File: config.mk
export PLATFORM = sky130hd
export DESIGN_NAME = iqm_ctrl
export DESIGN_NICKNAME = d
export VERILOG_FILES = /design/src/rtl/iqm_pkg.sv /design/src/rtl/iqm_ctrl.sv
export SDC_FILE = /design/constraint.sdc
export NUM_CORES = 1
export LEC_CHECK = 0
export BUFFER_PORTS_ARGS = -buffer_cell sky130_fd_sc_hd__buf_2
export CAP_MARGIN = 25
export CORE_AREA = 3 3 40 42
export DETAILED_ROUTE_END_ITERATION = 7
export DIE_AREA = 0 0 43 45
export PLACE_DENSITY = 0.49
export SKIP_CTS_REPAIR_TIMING = 1
export SLEW_MARGIN = 5
export SYNTH_ARGS = -nofsm -noshare
export SYNTH_HDL_FRONTEND = slang
export SYNTH_SLANG_ARGS = --single-unit
File: constraint.sdc
create_clock -name clock -period 3.2 [get_ports clock]
set_input_delay 0 -clock clock [delete_from_list [all_inputs] [get_ports clock]]
set_output_delay 0 -clock clock [all_outputs]
set_load 0.005 [all_outputs]
File: src/rtl/iqm_pkg.sv
// shared types, codes and defaults of the io latency queue monitor
`default_nettype none
package iqm_pkg;

   // default sizes
   localparam int TAG_COUNT_DEF    = 64;
   localparam int DEVICE_COUNT_DEF = 8;
   localparam int HIST_BINS_DEF    = 40;

   // fixed field widths
   localparam int TIME_W  = 64;
   localparam int LEN_W   = 32;
   localparam int CNT_W   = 64;
   localparam int DEPTH_W = 7;
   localparam int STAT_W  = 4;
   localparam int BIN_W   = 6;
   localparam int TAGF_W  = 6;
   localparam int DEVF_W  = 3;

   // result status codes
   localparam logic [STAT_W-1:0] ST_ISSUED     = 4'd0;
   localparam logic [STAT_W-1:0] ST_UNTRACKED  = 4'd1;
   localparam logic [STAT_W-1:0] ST_DUPLICATE  = 4'd2;
   localparam logic [STAT_W-1:0] ST_MISS       = 4'd3;
   localparam logic [STAT_W-1:0] ST_IGNORED    = 4'd4;
   localparam logic [STAT_W-1:0] ST_PARTIAL    = 4'd5;
   localparam logic [STAT_W-1:0] ST_DONE       = 4'd6;
   localparam logic [STAT_W-1:0] ST_DONE_UNTRK = 4'd7;
   localparam logic [STAT_W-1:0] ST_DEV_MISS   = 4'd8;

   // event kinds
   localparam logic KIND_ISSUE = 1'b0;

   // controller states
   typedef enum logic [4:0] {
      S_CLEAR = 5'b00001,
      S_IDLE  = 5'b00010,
      S_EXEC  = 5'b00100,
      S_UPD   = 5'b01000,
      S_WB    = 5'b10000
   } state_type;

   // controller to datapath
   typedef struct packed {
      logic clear_step;
      logic capture;
      logic exec;
      logic upd;
      logic load_out;
   } cmd_type;

   // datapath to controller
   typedef struct packed {
      logic clear_done;
   } sts_type;

endpackage
`default_nettype wire

File: src/rtl/iqm_ctrl.sv
// controller state machine of the io latency queue monitor
`default_nettype none
module iqm_ctrl (
   input  wire                 clock,
   input  wire                 reset,
   input  wire                 req_valid,
   output logic                req_stall,
   output logic                rsp_valid,
   input  wire                 rsp_stall,
   output iqm_pkg::cmd_type    cmd,
   input  iqm_pkg::sts_type    sts
);

   iqm_pkg::state_type state_ff, state_in;
   logic rsp_valid_ff, rsp_valid_in;
   logic out_free;

   assign out_free  = !rsp_valid_ff || !rsp_stall;
   assign req_stall = (state_ff != iqm_pkg::S_IDLE);
   assign rsp_valid = rsp_valid_ff;

   // next state and commands
   always_comb begin
      state_in     = state_ff;
      rsp_valid_in = rsp_valid_ff && rsp_stall;
      cmd          = '0;
      case (state_ff)
         iqm_pkg::S_CLEAR: begin
            cmd.clear_step = 1'b1;
            if (sts.clear_done) state_in = iqm_pkg::S_IDLE;
         end
         iqm_pkg::S_IDLE: begin
            if (req_valid) begin
               cmd.capture = 1'b1;
               state_in    = iqm_pkg::S_EXEC;
            end
         end
         iqm_pkg::S_EXEC: begin
            cmd.exec = 1'b1;
            state_in = iqm_pkg::S_UPD;
         end
         iqm_pkg::S_UPD: begin
            cmd.upd  = 1'b1;
            state_in = iqm_pkg::S_WB;
         end
         iqm_pkg::S_WB: begin
            if (out_free) begin
               cmd.load_out = 1'b1;
               rsp_valid_in = 1'b1;
               state_in     = iqm_pkg::S_IDLE;
            end
         end
         default: state_in = iqm_pkg::S_CLEAR;
      endcase
   end

   // state registers
   always_ff @(posedge clock) begin
      if (reset) begin
         state_ff     <= iqm_pkg::S_CLEAR;
         rsp_valid_ff <= 1'b0;
      end else begin
         state_ff     <= state_in;
         rsp_valid_ff <= rsp_valid_in;
      end
   end

endmodule
`default_nettype wire

=== After elaboration in Yosys (flattened, before gate mapping) ===
Index checks and enable logic that the tools add are counted.

* Equality and inequality tests: 9
* Mux-type cells: 13
* Reduce and logical (&&, ||, !) cells: 5

{| class="wikitable"
|+ Operators by type and width
! kind !! number
|-
| $pmux W5 S5 || 1
|-
| $mux W5 || 3
|-
| $mux W1 || 9
|-
| $ne A2 B2 Y1 const B || 3
|-
| $eq A5 B1 Y1 const B || 1
|-
| $eq A5 B2 Y1 const B || 1
|-
| $eq A5 B3 Y1 const B || 1
|-
| $eq A5 B4 Y1 const B || 1
|-
| $eq A5 B5 Y1 const B || 1
|-
| $ne A5 B2 Y1 const B || 1
|-
| $reduce_and A3 Y1 || 1
|-
| $logic_not A1 Y1 || 2
|-
| $logic_and A1 B1 Y1 || 1
|-
| $logic_or A1 B1 Y1 || 1
|}

* Register bits: 6
* Bits of input ports: 5
* Word-level logic and storage cells: 29

=== Depth between registers and ports, before layout ===
* Depth after elaboration: 4
* Gate-level depth with buffers: 4
* Gate-level depth less buffers: 4

=== Worst setup path before layout ===
OpenSTA, ideal clock, no wires.

* Kind: flip-flop to flip-flop
* Start: reg state_ff[3]
* End: reg state_ff[0]
* Data arrival time: 1068 ps
* Path slack: 2000 ps
* Stages on the path, launching flop included: 4
* Cells stage by stage: dfxtp_1 or3_4 nor3b_2 o41ai_1

* Word-level cells in the longest chain between the ends: 3

{| class="wikitable"
|+ Ends and longest elaborated chain
! item !! RTL line !! RTL
|-
| start: declaration || iqm_ctrl.sv:14 || <nowiki>iqm_pkg::state_type state_ff, state_in;</nowiki>
|-
| start signal: assignment || iqm_ctrl.sv:60 || <nowiki>state_ff <= iqm_pkg::S_CLEAR;</nowiki>
|-
| start signal: assignment || iqm_ctrl.sv:63 || <nowiki>state_ff <= state_in;</nowiki>
|-
| $eq A5 B5 Y1 (tied with other cells) || iqm_ctrl.sv:27 || <nowiki>case (state_ff)</nowiki>
|-
| $ne A2 B2 Y1 (no source line) || - ||
|-
| $reduce_and A3 Y1 (no source line) || - ||
|}

Several ways; a longest one is shown, not always the timed one.
A chain may end at the register's enable or synchronous reset.

==> qor.txt <==
EDFF count, synth = 0
DRT iter0 DRCs = 4
#FFs+latches synth = 6
Yosys warns = 0
Total Nets Final = 58
HPWL after DPL = 526 um
Antenna violations before repair = 0
Post-placement cell count = 62
Final TNS setup = 0 ns
Worst skew pair latency = 0.24 ns
DR WL/cell = 9.89 um
Register area share after synthesis = 0.374
Arrival @ worst endpoint = 1.52 ns
Clock Skew = 0.00676 ns
CTS tree = yes
Max cap viols = 0
Final period utilization = 0.474
Clock Sinks = 6
IO buf count = 11
Final ANT Viol Nets = 0
Total track usage = 0.0792
Status = finished clean
Area of the core = 1280 um2
Fillcell total = 139
Clock root buffer = clkbuf_4
Count leader, synth = dfxtp_1
Die area = 1940 um2
Post-synth cell types = 23
Post-synth top flop = dfxtp_1
Worst Max-Slew Pin Slew = 0.347 ns
Syn Area/Cell = 8.69 um2
Vias in the first global route = 268
FMAX = 659 MHz
CTS buffer count = 3
Drt via density = 4.74
I/O pin cnt = 12
Post-route insts no fill = 66
Gr ovfl total = 0
Top cells by area, synth = dfxtp_1, nor3b_2, and2_1
CP endpoint kind = primary output
Placer congestion estimate = 0.736
CTS max path bufs = 2
Post-synth top area share = 0.374
Net count after synthesis = 42
Post-Syn Instances = 37
Routed Wire Length = 653 um
Largest net degree at the start of global routing = 8
Crit-path max FO = 7
CTS HTree Levels = 1
First-pass GRT wire length = 1110 um
Pre-CTS setup slack = 1.93 ns
Worst Path Required = 3.20 ns
Worst min path class = input pin to register
Max Transition Viols Final = 0
Via count = 313
RSZ-0062 raised after global routing = false
Post-synth top cells = dfxtp_1, nor2_1, and2_1
Yosys top cell by area = dfxtp_1
Leak Pwr = 0.180 nW
Antenna fix cells = 0
Cell Pwr Density = 477 nW/um2
CP Launch Type = register
Pre-antenna DRT Iters = 3
Endpoints failing hold = 0
Final min period = 1.52 ns
Max VDD drop = 0.183 mV
Area grow syn2layout = 30.7%
Clock transition at path regs = 0.05 ns
Die Y = 45 um
Post-synthesis cell area = 322 um2
Initial core utilization = 0.250
CP Class = register to primary output
Worst relative slew slack = 0.769
Ys async rst share = 0
Rows = 13
Die width = 43 um
Final Worst Setup Slack = 1.68 ns
Ratio of cells with drive above 1 in the final layout = 0.353
DRC violation count after routing = 0
Setup violators final = 0
==> worst max-delay path, cell delays in order (launching register included) <==
cell,delay (ns)
dfxtp_1,0.36
or3_4,0.40
nor3b_2,0.25
and2_1,0.16
buf_2,0.10
==> cells in the final DEF, fill, tap and decap left out, drive strengths merged, types with 2 or more instances in the layout <==
master,synthesis,routed
buf,1,11
dfxtp,6,6
nor2,5,5
and2,3,3
clkbuf,0,3
nor3b,3,3
nand3,2,2
a21oi,2,2
inv,2,2
==> cell families after synthesis <==
kind of cell              after synthesis  synth area share
AOI/OAI and AO/OA                       5            0.0973
xor gates and xnor gates                1            0.0272
buffers and inverters                   3            0.0467
DFF                                     6             0.374
and+or+nand+nor                        22             0.455
==> final cells by class <==
type                       instances  area (um2)  area share
clock buffer                       3        22.5      0.0536
timing repair buffer              12        65.1       0.155
inverter                           2        7.51      0.0179
sequential                         6         120       0.286
multi-input combinational         28         186       0.443
tap                               15        18.8      0.0446
==> per-layer routing <==
metal | share of wire | vias up | GRT usage
met1 | 0.43 | 145 | 0.0894
met4 | 0.021 | 0 | 0.0542
met5 | 0 | - | 0
met2 | 0.51 | 5 | 0.120
met3 | 0.034 | 2 | 0.0359
li1 | - | 161 | -
==> metrics by stage <==
stage | power [mW] | hold slack [ns] | util | area (um2)
after floorplan | 0.119 | 0.0691 | - | 322
after global placement | 0.134 | 0.188 | 0.302 | 388
after detailed placement | 0.133 | 0.186 | 0.302 | 388
after CTS | 0.205 | -0.0692 | 0.319 | 410
after global routing | 0.219 | 0.0174 | 0.327 | 420
final | 0.201 | 0.00838 | 0.327 | 420
==> flip-flops by register name (all words and copies together) (netlist names) <==
name and cells:
state_ff 5, rsp_valid 1
==> path summary, 6_finish.rpt <==
check	from	endpoint	slack [ns]	cells past startpoint
worst max-delay path	state_ff[0]	cmd[3]	1.68	4
worst min-delay path	req_valid	state_ff[2]	0.008	2
worst max register to register	state_ff[0]	state_ff[2]	1.94	3
worst min register to register	rsp_valid	rsp_valid	0.47	2
==> where the power goes <==
group | internal (mW) | switching [mW] | leakage, nW | total [mW]
sequential | 0.0803 | 0.00873 | 0.0489 | 0.0890
clock | 0.0424 | 0.0266 | 0.0138 | 0.0690
combinational | 0.0241 | 0.0185 | 0.117 | 0.0426
(Power assumes the default switching activity.)
